<file path="src/tdp_pkg.sv">
`timescale 1ns / 1ps
// ----------------------------------------------------------------------------
// tdp_pkg
// Shared types and constants of the two-dimensional parity frame checker.
// ----------------------------------------------------------------------------
package tdp_pkg;

   localparam int DEFAULT_MAX_ROWS = 64;
   localparam int COLUMN_DIGITS    = 8;

   localparam logic [7:0] SEPARATOR  = 8'h7C;
   localparam logic [7:0] DIGIT_ZERO = 8'h30;
   localparam logic [7:0] DIGIT_ONE  = 8'h31;

   localparam logic [6:0] TALLY_MAX = 7'd127;

   typedef enum logic [1:0] {
      STATUS_OK     = 2'd0,
      STATUS_PARITY = 2'd1,
      STATUS_FORMAT = 2'd2
   } status_type;

   typedef enum logic [1:0] {
      PHASE_HEADER  = 2'd0,
      PHASE_DIGITS  = 2'd1,
      PHASE_MESSAGE = 2'd2
   } phase_type;

   typedef struct packed {
      status_type status;
      logic [7:0] column_mismatch_mask;
      logic [6:0] row_mismatch_count;
   } result_type;

endpackage

</file>
<file path="src/tdp_frame_tracker.sv">
`timescale 1ns / 1ps
// ----------------------------------------------------------------------------
// tdp_frame_tracker
// Frame phase, digit capture, running parities and the end-of-frame verdict.
// ----------------------------------------------------------------------------
module tdp_frame_tracker #(
   parameter int MAX_ROWS   = 64,
   parameter int ADDR_WIDTH = 6
) (
   input  logic                  clock,
   input  logic                  reset,
   input  logic                  take,
   input  logic [7:0]            data_byte,
   input  logic                  last,
   output logic                  wr_en,
   output logic [ADDR_WIDTH-1:0] wr_addr,
   output logic                  wr_bit,
   output logic [ADDR_WIDTH-1:0] rd_addr,
   input  logic                  rd_bit,
   output logic                  res_valid,
   output tdp_pkg::result_type   res
);
   import tdp_pkg::*;

   localparam int DW = $clog2(MAX_ROWS + COLUMN_DIGITS + 2);
   localparam int MW = $clog2(MAX_ROWS + 1);

   localparam logic [DW-1:0] PosLimit  = DW'(MAX_ROWS + COLUMN_DIGITS + 1);
   localparam logic [DW-1:0] RowEnd    = DW'(MAX_ROWS + COLUMN_DIGITS);
   localparam logic [DW-1:0] ColDigits = DW'(COLUMN_DIGITS);
   localparam logic [MW-1:0] MsgLimit  = MW'(MAX_ROWS);

   phase_type      phase_ff, phase_in, phase_upd;
   logic [DW-1:0]  pos_ff, pos_in, pos_upd;
   logic [7:0]     col_dig_ff, col_dig_in, col_dig_upd;
   logic [7:0]     acc_ff, acc_in, acc_upd;
   logic [MW-1:0]  msg_ff, msg_in, msg_upd;
   logic [6:0]     tally_ff, tally_in, tally_upd;
   logic           fault_ff, fault_in, fault_upd;

   logic           is_sep, is_digit;
   logic [DW-1:0]  row_pos;
   logic [DW-1:0]  msg_ext;
   logic [7:0]     mask;
   logic           bad_format;

   assign is_sep   = (data_byte == SEPARATOR);
   assign is_digit = (data_byte == DIGIT_ZERO) || (data_byte == DIGIT_ONE);
   assign row_pos  = pos_ff - ColDigits;

   // Next phase.
   always_comb begin
      phase_upd = phase_ff;
      case (phase_ff)
         PHASE_HEADER:  if (is_sep) phase_upd = PHASE_DIGITS;
         PHASE_DIGITS:  if (is_sep) phase_upd = PHASE_MESSAGE;
         PHASE_MESSAGE: phase_upd = PHASE_MESSAGE;
         default:       phase_upd = PHASE_HEADER;
      endcase
      if (!take) begin
         phase_in = phase_ff;
      end else if (last) begin
         phase_in = PHASE_HEADER;
      end else begin
         phase_in = phase_upd;
      end
   end

   // Datapath updates for the byte in hand.
   always_comb begin
      pos_upd     = pos_ff;
      col_dig_upd = col_dig_ff;
      acc_upd     = acc_ff;
      msg_upd     = msg_ff;
      tally_upd   = tally_ff;
      fault_upd   = fault_ff;
      wr_en       = 1'b0;
      case (phase_ff)
         PHASE_DIGITS: begin
            if (!is_sep) begin
               if (!is_digit) begin
                  fault_upd = 1'b1;
               end else begin
                  if (pos_ff < ColDigits) begin
                     col_dig_upd[~pos_ff[2:0]] = data_byte[0];
                  end else if (pos_ff < RowEnd) begin
                     wr_en = take;
                  end else begin
                     fault_upd = 1'b1;
                  end
                  if (pos_ff < PosLimit) begin
                     pos_upd = pos_ff + 1'b1;
                  end
               end
            end
         end
         PHASE_MESSAGE: begin
            if (msg_ff >= MsgLimit) begin
               fault_upd = 1'b1;
            end else begin
               acc_upd = acc_ff ^ data_byte;
               // Only rows whose digit arrived in this frame are checked.
               if (msg_ext + ColDigits < pos_ff) begin
                  if ((rd_bit != ~^data_byte) && (tally_ff < TALLY_MAX)) begin
                     tally_upd = tally_ff + 1'b1;
                  end
               end
               msg_upd = msg_ff + 1'b1;
            end
         end
         default: begin
         end
      endcase
   end

   assign msg_ext = DW'(msg_ff);
   assign wr_addr = row_pos[ADDR_WIDTH-1:0];
   assign wr_bit  = data_byte[0];

   always_comb begin
      if (!take) begin
         pos_in = pos_ff;  col_dig_in = col_dig_ff; acc_in = acc_ff;
         msg_in = msg_ff;  tally_in = tally_ff;     fault_in = fault_ff;
      end else if (last) begin
         pos_in = '0;      col_dig_in = '0;         acc_in = 8'hFF;
         msg_in = '0;      tally_in = '0;           fault_in = 1'b0;
      end else begin
         pos_in = pos_upd; col_dig_in = col_dig_upd; acc_in = acc_upd;
         msg_in = msg_upd; tally_in = tally_upd;     fault_in = fault_upd;
      end
   end

   // The row digit for the next message byte is fetched ahead, through the registered read.
   assign rd_addr = msg_in[ADDR_WIDTH-1:0];

   // Verdict on the state as it stands after the final byte.
   assign mask       = col_dig_upd ^ acc_upd;
   assign bad_format = fault_upd || (phase_upd != PHASE_MESSAGE) ||
                       (pos_upd < ColDigits) ||
                       ((pos_upd - ColDigits) != DW'(msg_upd));

   always_comb begin
      res_valid = take && last;
      if (bad_format) begin
         res.status               = STATUS_FORMAT;
         res.column_mismatch_mask = '0;
         res.row_mismatch_count   = '0;
      end else begin
         res.status               = ((mask != 8'h00) || (tally_upd != 7'd0)) ?
                                    STATUS_PARITY : STATUS_OK;
         res.column_mismatch_mask = mask;
         res.row_mismatch_count   = tally_upd;
      end
   end

   always_ff @(posedge clock) begin
      if (reset) begin
         phase_ff   <= PHASE_HEADER;
         pos_ff     <= '0;
         col_dig_ff <= '0;
         acc_ff     <= 8'hFF;
         msg_ff     <= '0;
         tally_ff   <= '0;
         fault_ff   <= 1'b0;
      end else begin
         phase_ff   <= phase_in;
         pos_ff     <= pos_in;
         col_dig_ff <= col_dig_in;
         acc_ff     <= acc_in;
         msg_ff     <= msg_in;
         tally_ff   <= tally_in;
         fault_ff   <= fault_in;
      end
   end

`ifndef ASSERT_OFF
   a_clear_after_last: assert property (@(posedge clock) disable iff (reset)
      take && last |=> phase_ff == PHASE_HEADER && msg_ff == '0 && pos_ff == '0)
      else $error("frame state not cleared after final byte");

   a_header_idle: assert property (@(posedge clock) disable iff (reset)
      phase_ff == PHASE_HEADER |-> pos_ff == '0 && msg_ff == '0 && tally_ff == '0)
      else $error("counters moved during header phase");

   a_msg_bound: assert property (@(posedge clock) disable iff (reset)
      msg_ff <= MsgLimit && pos_ff <= PosLimit)
      else $error("frame counter beyond its bound");

   a_no_write_in_message: assert property (@(posedge clock) disable iff (reset)
      wr_en |-> phase_ff == PHASE_DIGITS && pos_ff >= ColDigits)
      else $error("row store written outside row digits");
`endif

endmodule

</file>
<file path="config.mk">
export PLATFORM = sky130hd
export DESIGN_NAME = tdp_frame_tracker
export DESIGN_NICKNAME = d
export VERILOG_FILES = /design/src/tdp_pkg.sv /design/src/tdp_frame_tracker.sv
export SDC_FILE = /design/constraint.sdc
export NUM_CORES = 1
export LEC_CHECK = 0
export ABC_CLOCK_PERIOD_IN_PS = 7100
export BUFFER_PORTS_ARGS = -buffer_cell sky130_fd_sc_hd__clkbuf_2
export CORE_MARGIN = 3
export CORE_UTILIZATION = 59
export CTS_CLUSTER_SIZE = 20
export DETAILED_ROUTE_END_ITERATION = 8
export PLACE_DENSITY = 0.81
export SETUP_SLACK_MARGIN = 0.4
export SLEW_MARGIN = 20
export SYNTH_ARGS = -nofsm -noshare
export SYNTH_HDL_FRONTEND = slang
export SYNTH_SLANG_ARGS = --single-unit
</file>
<file path="constraint.sdc">
create_clock -name clock -period 7.1 [get_ports clock]
set_clock_uncertainty 0.2 [all_clocks]
set_input_delay 1.42 -clock clock [delete_from_list [all_inputs] [get_ports clock]]
set_output_delay 1.42 -clock clock [all_outputs]
set_load 0.005 [all_outputs]
</file>
==> results of run 1 <==
## placed cells by master, fill, tap and decap left out, types with 3 or more instances in the layout
cell,Yosys,routed
clkbuf_2,1,43
dfxtp_1,40,40
nor2_1,37,36
o21ai_0,30,30
xnor2_1,28,28
a21oi_1,28,27
ha_1,26,26
nand2_1,23,23
inv_1,21,21
xor2_1,19,19
nand3_1,16,14
nor3_1,13,13
a22oi_1,13,13
nand4_1,12,12
buf_4,7,12
and3_1,11,11
nor2_2,9,10
mux2i_1,10,10
nor2b_1,8,8
and2b_2,5,5
and2_1,5,5
clkbuf_8,1,5
nand2b_1,4,4
a31oi_1,4,4
o22ai_1,3,3
or3_1,3,3
and4_1,3,3
o31ai_1,3,3
nor4_1,3,3
a32oi_1,3,3
nor4_2,3,3
## final cells by class
cell class | count | area (um2)
Multi-Input combinational cell | 349 | 2470
Fill cell | 479 | 1710
Sequential cell | 40 | 801
Timing Repair Buffer | 57 | 330
Tap cell | 72 | 90.1
Inverter | 22 | 82.6
Clock buffer | 5 | 68.8
Clock inverter | 2 | 60.1
## metal layers
metal	part of all wire	GRT usage	up-vias
li1	-	-	1638
met1	0.43	0.347	1586
met2	0.46	0.474	154
met3	0.072	0.0358	28
met4	0.031	0.126	0
met5	0	0	-
## per-stage QoR
step	area, um2	std cells	power (mW)
final	3900	547	0.490
after global routing	3900	547	0.502
after CTS	3820	540	0.490
after detailed placement	3650	530	0.268
after global placement	3650	530	0.267
after floorplan	3470	439	0.254
## registers in the layout (all words and copies together), names as in the netlist
signal and cells:
tally_ff 7, col_dig_ff 8, fault_ff 1, pos_ff 7
phase_ff 2, acc_ff 8, msg_ext 7
## power by group through the flow
stage	Sequential (mW)	Combinational [mW]	Clock [mW]
after global placement	0.229	0.0380	0
after floorplan	0.229	0.0244	0
after detailed placement	0.229	0.0389	0
final	0.224	0.0397	0.226
after global routing	0.224	0.0429	0.235
after CTS	0.224	0.0390	0.227
## logic make-up (layout without fill, tap and decap cells)
kind of cell	Yosys count	after routing
adder cells (fa/ha/maj)	26	26
AND/OR/NAND/NOR	160	160
XOR/XNOR	49	49
AO/OA/AOI/OAI	103	104
multiplexers	10	10
buffers and inverters	51	86
flip-flops	40	40
## path summary, 6_finish.rpt
check / end / depth (start not counted) / slack [ps] / from
setup / recovery: res[7] / 17 / 620 / data_byte[0]
hold reg to reg: col_dig_ff[3]$_SDFFE_PP0P_ / 2 / 310 / col_dig_ff[3]$_SDFFE_PP0P_
setup reg to reg: tally_ff[6]$_SDFFE_PP0P_ / 10 / 3880 / pos_ff[5]$_SDFFE_PP0P_
hold / removal: col_dig_ff[3]$_SDFFE_PP0P_ / 2 / 310 / col_dig_ff[3]$_SDFFE_PP0P_
## critical path: cells and delay by family
family / cells / cell delay (ps)
AND/OR/NAND/NOR: 5 / 1020
adder cells (fa/ha/maj): 2 / 510
XOR/XNOR: 2 / 590
buffers and inverters: 5 / 730
AO/OA/AOI/OAI: 3 / 570
## what timing repair did
| action | 4_1_cts | 5_1_grt |
|---|---|---|
| buffers inserted | 3 | 6 |
| gates cloned | 0 | 1 |
| endpoints found under the hold margin | 0 | 0 |
| pin swaps | 0 | 3 |
| endpoints found under the setup margin | 9 | 17 |
| gates resized for setup | 1 | 6 |
==> metrics.md, run 1 <==
| Metric | Value |
|---|---|
| Top FF cell, synth | `dfxtp_1` |
| Number of vias per cell after detailed routing | `6.23` |
| Main combinational cell family by area after synthesis | `simple AND/OR/NAND/NOR gates` |
| Area contributors post-synth | `dfxtp_1 (23%), ha_1 (9.4%), xnor2_1 (7.1%)` |
| Status | `complete, no violations` |
| FF+latch count, synth | `40` |
| Arrival time of the worst setup path | `between 4000 and 5000 ps` |
| Avg Inst Size Synth | `roughly 7.9 um2` |
| Number of diodes | `0` |
| Vias after detailed routing | `~3400` |
| Final setup slack of the worst path | `slightly above 600 ps` |
| Total Nets Final | `514` |
| Drt initial violations | `between 300 and 400` |
| Total detailed-routing wirelength | `about 9500 um` |
| First-pass GRT wire length | `about 15000 um` |
| Slew Limit Fails | `0` |
| Combined area of all synthesized cells | `3470 um2` |
| Synth top cells by count | `dfxtp_1 (40), nor2_1 (37), o21ai_0 (30)` |
| Worst-path cell with the longest stage delay | `xnor3_4` |
| Min cycle time layout | `~6500 ps` |
| Final weighted congestion in routability-driven placement | `0.968` |
| Synthesis-to-finish area growth | `12.5%` |
| Area share of xor/xnor cells in the synthesized design | `0.133` |
| Final hold slack | `309 ps` |
| Clock-pin slew reported for the worst setup and hold paths after clock tree synthesis | `~80 ps` |
| Count of cell types in the netlist | `56` |
| CTS Root Cell | `clkbuf_8` |
| Total power density per cell area | `between 100 and 150 nW/um2` |
| Static Leak | `~1.5 nW` |
| Fraction of the cycle the final worst path needs | `0.912` |
| Worst hold path type | `reg -> reg` |
| Clock tree from TritonCTS | `built` |
| Level count of the clock H-tree | `2` |
| Total iterations of the first detailed-routing run | `5` |
| Adder and majority gate portion of the synthesized area | `0.0938` |
| Peak Freq | `154 MHz` |
| Buffers from clock root to sink, at most | `2` |
| Wirelength per Cell | `between 15 and 20 um` |
| Clock Power Share | `0.462` |
| Max Fanout on Critical Path | `14` |
| Antenna violations before repair | `0` |
| Final antenna-violating net count | `0` |
| Crit start category | `primary input` |
| Num CTS Buffers | `5` |
| Fraction of synthesized area in multiplexers | `0.0288` |
| Worst VDD drop | `between 80 and 90 uV` |
| Sequential area share after synthesis | `0.231` |
| Total grt overflow | `0` |
| Die outline width | `82.7 um` |
| CTS Hold Bufs | `0` |
| Cell-internal power | `between 0.3 and 0.4 mW` |
| Final cell utilization of the core | `0.696` |
| Cell type with the highest aggregate area in the netlist | `dfxtp_1` |
| Share of layout cells above drive strength 1 | `0.196` |
| Number of nets produced by synthesis | `roughly 480` |
| Starting density of the core | `0.619` |
| Area of the die | `a little under 7000 um2` |
| Setup WS pre-CTS | `between 300 and 400 ps` |
| Synth Instances | `about 440` |
| Sequential share of power | `0.457` |
| Total routing resource utilization after global routing | `0.278` |
| Count of clock tree sinks | `40` |
| Number of failing hold endpoints at the final stage | `0` |
| Endpoint required time on the critical path | `around 5500 ps` |
| Top-area cell type share of the netlist area | `0.231` |
| Cell Chain, Critical Path | `buf_2, inv_1, ha_1, nand4_1, buf_4, nand3_2, nor4_4, xnor2_1, ha_1, xnor3_4, nand2_1, o21ai_0, a21oi_2, buf_4, o2111ai_2, and2b_2, clkbuf_2` |
| CP Capture Type | `primary output` |
| Proportion of power drawn by combinational gates | `0.081` |
| Latest clock arrival within the worst-skew pair | `300 ps` |
| Via count of the first global-routing pass | `~3000` |
| Count of max-cap constraint violations | `0` |
| Switching power total | `between 0.1 and 0.15 mW` |
| Relative max-transition margin | `0.372` |
| Worst-Margin Slew | `around 940 ps` |
| Setup-failing EPs final | `0` |
| Peak per-stage delay on the critical path | `around 430 ps` |
| Largest net degree at the start of global routing | `33` |
| RSZ-0062 raised after global routing | `no` |
| Chip Height | `82.7 um` |
| Fraction of the mapped netlist area in compound gates | `0.188` |
| Async S/R FF share, synth | `0` |
| Most frequently used cell type in the post-synthesis netlist | `dfxtp_1` |
| Post-synthesis share of cell area spent on and, or, nand and nor gates | `0.253` |
| Half-perimeter wire length after placement | `about 6500 um` |
| Setup TNS after final layout | `0 ps` |
| Number of placement rows | `27` |
| Crit Path Category | `in -> out` |
| Switch share | `0.235` |
| Top Ports | `45` |
| Buffers added on ports | `44` |
| Number of enable flip-flop cells after synthesis | `0` |
| Yosys warnings | `0` |
| DRC violations left | `0` |
| Core region area | `~5600 um2` |
(Power assumes the default switching activity.)
==> run 2, diff against run 1 <==
CELL_PAD_IN_SITES_DETAIL_PLACEMENT = 1   (was unset)
CELL_PAD_IN_SITES_GLOBAL_PLACEMENT = 1   (was unset)
CORE_UTILIZATION = 44   (was 59)
PLACE_DENSITY = unset   (was 0.81)
PLACE_DENSITY_LB_ADDON = 0.1   (was unset)
==> metrics.md, run 2 (same netlist as run 1, synthesis figures left out) <==
| Metric | Value |
|---|---|
| Num CTS Buffers | `5` |
| Registers with the most flip-flops | `acc_ff: 8 flops, col_dig_ff: 8 flops` |
| Clock Power Share | `0.377` |
| Starting density of the core | `0.466` |
| Buffers from clock root to sink, at most | `2` |
| Filler Cells Inserted | `967` |
| Proportion of power drawn by combinational gates | `0.097` |
| Worst VDD drop | `57.3 uV` |
| Chip Height | `approximately 95 um` |
| Fraction of the cycle the final worst path needs | `0.902` |
| CP Capture Type | `primary output` |
| Max Fanout on Critical Path | `17` |
| Area of the die | `8990 um2` |
| Core region area | `between 7000 and 8000 um2` |
| Synthesis-to-finish area growth | `9.23%` |
| Relative max-transition margin | `0.343` |
| Total Power | `around 0.43 mW` |
| Cell Chain, Critical Path | `clkbuf_2, inv_1, ha_1, nand4_1, nand3_1, nor2_2, xnor2_1, ha_1, xnor3_4, nand2_1, o21ai_0, a21oi_1, o2111ai_2, buf_4, and2b_2, clkbuf_2` |
| Via count of the first global-routing pass | `3394` |
| Commonest non-fill, non-tap cell in the layout | `clkbuf_2` |
| Cell-internal power | `0.306 mW` |
| Total routing resource utilization after global routing | `0.248` |
| Non-Filler Cell Area, Final | `3790 um2` |
| Drt initial violations | `approximately 110` |
| Wirelength per Cell | `between 15 and 20 um` |
| Sequential Area | `801 um2` |
| Setup TNS after final layout | `0 ps` |
| Total iterations of the first detailed-routing run | `5` |
| Total power density per cell area | `112 nW/um2` |
| Half-perimeter wire length after placement | `7990 um` |
| Total detailed-routing wirelength | `10600 um` |
| Min cycle time layout | `between 6000 and 7000 ps` |
| Number of vias per cell after detailed routing | `~5.8` |
| Sequential share of power | `0.526` |
| Antenna violations before repair | `0` |
| Arrival time of the worst setup path | `~4800 ps` |
| CTS Hold Bufs | `0` |
| Count of buffer and inverter cells on the critical path | `4` |
| Switch share | `0.283` |
| Worst-path cell with the longest stage delay | `xnor3_4` |
| Number of failing hold endpoints at the final stage | `0` |
| Cell family with the largest share of critical-path delay | `simple AND/OR/NAND/NOR gates` |
| Vias after detailed routing | `~3300` |
| Top library cells by usage in the layout, fill and taps aside | `clkbuf_2 (44), dfxtp_1 (40), nor2_1 (36), o21ai_0 (30)` |
| Top Ports | `45` |
| Die outline width | `94.8 um` |
| Crit Path Category | `in -> out` |
| Latest clock arrival within the worst-skew pair | `300 ps` |
| Switching power total | `between 0.1 and 0.15 mW` |
| Clock-pin slew reported for the worst setup and hold paths after clock tree synthesis | `about 90 ps` |
| Number of placement rows | `31` |
| Level count of the clock H-tree | `2` |
| Crit start category | `primary input` |
| Total Nets Final | `506` |
| Footprint of the multi-input gates | `2430 um2` |
| Number of diodes | `0` |
| Largest net degree at the start of global routing | `33` |
| DRC violations left | `0` |
| First-pass GRT wire length | `17600 um` |
| Buffers added on ports | `between 40 and 50` |
| Status | `complete, no violations` |
| Count of max-cap constraint violations | `0` |
| Peak per-stage delay on the critical path | `~420 ps` |
| Count of clock tree sinks | `40` |
| RSZ-0062 raised after global routing | `no` |
| Worst hold path type | `reg -> reg` |
| Clock tree from TritonCTS | `built` |
| Worst-Margin Slew | `between 900 and 1000 ps` |
| Final hold slack | `around 320 ps` |
| Final weighted congestion in routability-driven placement | `between 0.8 and 0.9` |
| Endpoint required time on the critical path | `roughly 5500 ps` |
| Static Leak | `1.47 nW` |
| Final antenna-violating net count | `0` |
| Share of layout cells above drive strength 1 | `0.177` |
| Slew Limit Fails | `0` |
| Peak Freq | `approximately 160 MHz` |
| Setup-failing EPs final | `0` |
| Area post-placement | `roughly 3700 um2` |
| CTS Root Cell | `clkbuf_8` |
| Total grt overflow | `0` |
-- run 2: cell type report --
cell class              instances  share of cell area
flip-flops and latches         40               0.211
clock inverters                 3             0.00495
inverters                      22              0.0218
repair buffers                 50              0.0700
well taps                      99              0.0327
multi-input cells             348               0.641
clock buffers                   5              0.0182
-- run 2: power by group through the flow --
stage / logic [mW] / registers (mW) / clock network, mW
floorplan: 0.0244 / 0.229 / 0
global placement: 0.0402 / 0.229 / 0
detailed placement: 0.0414 / 0.229 / 0
CTS: 0.0414 / 0.224 / 0.166
global route: 0.0454 / 0.224 / 0.176
finish: 0.0413 / 0.224 / 0.161
-- run 2: final timing paths --
| kind | to | startpoint | slack [ps] | cells past startpoint |
|---|---|---|---|---|
| min reg2reg | col_dig_ff[5]$_SDFFE_PP0P_ | col_dig_ff[5]$_SDFFE_PP0P_ | 320 | 2 |
| min | col_dig_ff[5]$_SDFFE_PP0P_ | col_dig_ff[5]$_SDFFE_PP0P_ | 320 | 2 |
| max | res[14] | data_byte[0] | 700 | 16 |
| max reg2reg | tally_ff[3]$_SDFFE_PP0P_ | pos_ff[5]$_SDFFE_PP0P_ | 3900 | 10 |
-- run 2: routing by layer --
metal / vias up / part of all wire / GRT usage
li1: 1609 / - / -
met1: 1604 / 0.48 / 0.346
met2: 65 / 0.48 / 0.413
met3: 9 / 0.036 / 0.0303
met4: 0 / 0.0078 / 0.0469
met5: - / 0 / 0
-- run 2: timing repair --
| item | CTS | global route |
|---|---|---|
| hold endpoints to repair | 0 | 0 |
| buffers inserted | 0 | 1 |
| gates resized for setup | 0 | 2 |
| setup endpoints to repair | 0 | 17 |
-- run 2: tightest hold or removal path, cell delays in order, from the launching register on --
cell and delay (ps):
dfxtp_1 350, a22oi_1 70, nor2_1 80
-- run 2: metrics by stage --
step           setup WS [ps]   util  instances
2_1_floorplan           1000      -        439
3_3_place_gp             695  0.495        558
3_5_place_dp             521  0.495        558
4_1_cts                  503  0.507        566
5_1_grt                  409  0.509        567
6_report                 698  0.509        567
==> run 3, diff against run 2 <==
ABC_AREA = 1   (was unset)
CELL_PAD_IN_SITES_DETAIL_PLACEMENT = unset   (was 1)
CELL_PAD_IN_SITES_GLOBAL_PLACEMENT = unset   (was 1)
CORE_UTILIZATION = 59   (was 44)
PLACE_DENSITY = 0.81   (was unset)
PLACE_DENSITY_LB_ADDON = unset   (was 0.1)
==> metrics.md, run 3 <==
| Metric | Value |
|---|---|
| Total iterations of the first detailed-routing run | `5` |
| DRC violations left | `0` |
| Clock tree from TritonCTS | `built` |
| Avg Inst Size Synth | `6.10 um2` |
| Synthesis-to-finish area growth | `8.68%` |
| Half-perimeter wire length after placement | `a little over 7000 um` |
| Final cell utilization of the core | `0.668` |
| Buffers added on ports | `44` |
| Area share of xor/xnor cells in the synthesized design | `0.0335` |
| Number of enable flip-flop cells after synthesis | `0` |
| Non-Filler Cell Area, Final | `about 4000 um2` |
| Max Fanout on Critical Path | `17` |
| Total placed cells including tap cells | `701` |
| CTS Root Cell | `clkbuf_8` |
| Area post-placement | `3870 um2` |
| Buffers from clock root to sink, at most | `2` |
| CTS Hold Bufs | `0` |
| Total setup buffers inserted after CTS | `0` |
| Core region area | `roughly 6000 um2` |
| Main combinational cell family by area after synthesis | `simple AND/OR/NAND/NOR gates` |
| Final hold slack | `268 ps` |
| Async S/R FF share, synth | `0` |
| Min cycle time layout | `about 6100 ps` |
| Worst-Margin Slew | `roughly 1000 ps` |
| Hold-critical path depth | `2` |
| Cell type with the highest aggregate area in the netlist | `dfxtp_1` |
| Synth Instances | `600` |
| Crit Path Category | `in -> out` |
| Setup TNS after final layout | `0 ps` |
| FF-to-FF Start | `msg_ext[3]$_SDFF_PP0_` |
| Number of vias per cell after detailed routing | `roughly 5.2` |
| Sequential area share after synthesis | `0.219` |
| Critical R2R Capture | `tally_ff[2]$_SDFFE_PP0P_` |
| Drt initial violations | `around 210` |
| Worst hold start | `col_dig_ff[2]$_SDFFE_PP0P_` |
| Adder and majority gate portion of the synthesized area | `0.0889` |
| Top FF cell, synth | `dfxtp_1` |
| Library cell appearing most often on the critical path | `nand2_1` |
| Setup-failing EPs final | `0` |
| Status | `complete, no violations` |
| Most frequently used cell type in the post-synthesis netlist | `nand2_1` |
| Total detailed-routing wirelength | `between 9000 and 10000 um` |
| Count of clock tree sinks | `40` |
| Register-to-Register Setup Slack | `around 4000 ps` |
| Wirelength per Cell | `around 13 um` |
| Num CTS Buffers | `5` |
| Count of max-cap constraint violations | `0` |
| Via count of the first global-routing pass | `3432` |
| Worst-path cell with the longest stage delay | `ha_1` |
| Peak per-stage delay on the critical path | `about 330 ps` |
| Total power density per cell area | `about 120 nW/um2` |
| Arrival time of the worst setup path | `around 4500 ps` |
| Commonest non-fill, non-tap cell in the layout | `nand2_1` |
| Fraction of the mapped netlist area in compound gates | `0.102` |
| Synth top cells by count | `nand2_1 (174), inv_1 (93), nand3_1 (56)` |
| Largest net degree at the start of global routing | `46` |
| Depth of the worst register-to-register path | `14` |
| Relative max-transition margin | `0.326` |
| Vias after detailed routing | `approximately 3700` |
| Endpoint of the worst hold-timing path | `col_dig_ff[2]$_SDFFE_PP0P_` |
| Registers with the most flip-flops | `acc_ff: 8 flops, col_dig_ff: 8 flops` |
| Antenna violations before repair | `0` |
| Final antenna-violating net count | `0` |
| Worst VDD drop | `around 67 uV` |
| Level count of the clock H-tree | `2` |
| Fraction of synthesized area in multiplexers | `0` |
| Static Leak | `approximately 2 nW` |
| First-pass GRT wire length | `15400 um` |
| Peak Freq | `approximately 160 MHz` |
| Clock-pin slew reported for the worst setup and hold paths after clock tree synthesis | `around 80 ps` |
| Final weighted congestion in routability-driven placement | `about 0.94` |
| Combined area of all synthesized cells | `3660 um2` |
| Starting density of the core | `0.615` |
| Slew Limit Fails | `0` |
| RSZ-0062 raised after global routing | `no` |
| Number of nets produced by synthesis | `639` |
| Number of non-filler instances in the completed layout | `~710` |
| Endpoint required time on the critical path | `~5500 ps` |
| Top-area cell type share of the netlist area | `0.219` |
| Share of layout cells above drive strength 1 | `0.148` |
| Area of the die | `slightly above 7000 um2` |
| Total Nets Final | `approximately 670` |
| Fraction of the cycle the final worst path needs | `0.864` |
| Cell Chain, Critical Path | `clkbuf_2, clkinv_1, ha_1, nand2_1, nor2_2, nor2_4, nand2_2, nor2_8, nand2_1, nand2_1, nand2_1, ha_1, nand3_1, nand3_1, nor2_1, nand2_1, nor2_1, nand2_1, nor2_4, nand3_4, nor2_1, clkbuf_2` |
| Yosys warnings | `0` |
| Number of diodes | `0` |
| Worst hold path type | `reg -> reg` |
| Number of failing hold endpoints at the final stage | `0` |
| Top library cells by usage in the layout, fill and taps aside | `nand2_1 (174), inv_1 (93), nand3_1 (56), nor2_1 (51), clkbuf_2 (44)` |
| Chip Height | `approximately 85 um` |
| Number of cells upsized or downsized after cts | `0` |
| FF+latch count, synth | `40` |
| CP Capture Type | `primary output` |
| Count of cell types in the netlist | `34` |
| Post-synthesis share of cell area spent on and, or, nand and nor gates | `0.421` |
| Latest clock arrival within the worst-skew pair | `300 ps` |
| Total grt overflow | `0` |
| Area contributors post-synth | `dfxtp_1 (22%), nand2_1 (18%), inv_1 (9.5%)` |
| Crit start category | `primary input` |
| Top Ports | `45` |
| Total routing resource utilization after global routing | `0.262` |
| Number of placement rows | `28` |
| Die outline width | `84.8 um` |
==> run 3: layout make-up <==
class | instances | area [um2]
clock inverter | 3 | 42.5
multi-input combinational | 439 | 2360
tap | 75 | 93.8
sequential | 40 | 801
timing repair buffer | 45 | 228
clock buffer | 5 | 68.8
inverter | 102 | 383
fill | 573 | 1980
==> run 3: worst max-delay path by stage <==
stage	startpoint	endpoint	slack, ps	depth (start not counted)
after floorplan	data_byte[0]	res[16]	1640	21
after global placement	data_byte[0]	res[15]	1110	22
after detailed placement	data_byte[0]	res[2]	970	22
after CTS	data_byte[0]	res[2]	960	22
after global routing	data_byte[0]	res[5]	640	22
final	data_byte[0]	res[2]	970	22
==> run 3: logic make-up (layout without fill, tap and decap cells) <==
| logic type | after synthesis | in the layout |
|---|---|---|
| simple gates | 329 | 329 |
| buf+inv | 121 | 155 |
| compound gates | 70 | 70 |
| flops | 40 | 40 |
| fa+ha+maj | 26 | 26 |
| xor+xnor | 14 | 14 |
==> run 3: worst max-delay path, delay by kind of cell <==
| kind | cells | cell delay (ps) |
|---|---|---|
| buf+inv | 3 | 470 |
| simple gates | 17 | 1950 |
| fa+ha+maj | 2 | 640 |
==> run 3: through the flow <==
stage	setup slack (ps)	total power, mW
6_report	968	0.468
5_1_grt	636	0.487
4_1_cts	957	0.472
3_5_place_dp	971	0.277
3_3_place_gp	1110	0.276
2_1_floorplan	1640	0.264
==> run 3: report_power, final <==
group	switching [mW]	internal (mW)
Combinational	0.0318	0.0130
Sequential	0.00108	0.226
Clock	0.0912	0.104
Total	0.124	0.344
==> run 3: per-layer routing <==
| metal | global-route usage | vias up | part of all wire |
|---|---|---|---|
| met3 | 0.0373 | 20 | 0.064 |
| met1 | 0.343 | 1655 | 0.44 |
| met2 | 0.449 | 111 | 0.47 |
| li1 | - | 1933 | - |
| met4 | 0.0748 | 0 | 0.021 |
| met5 | 0 | - | 0 |
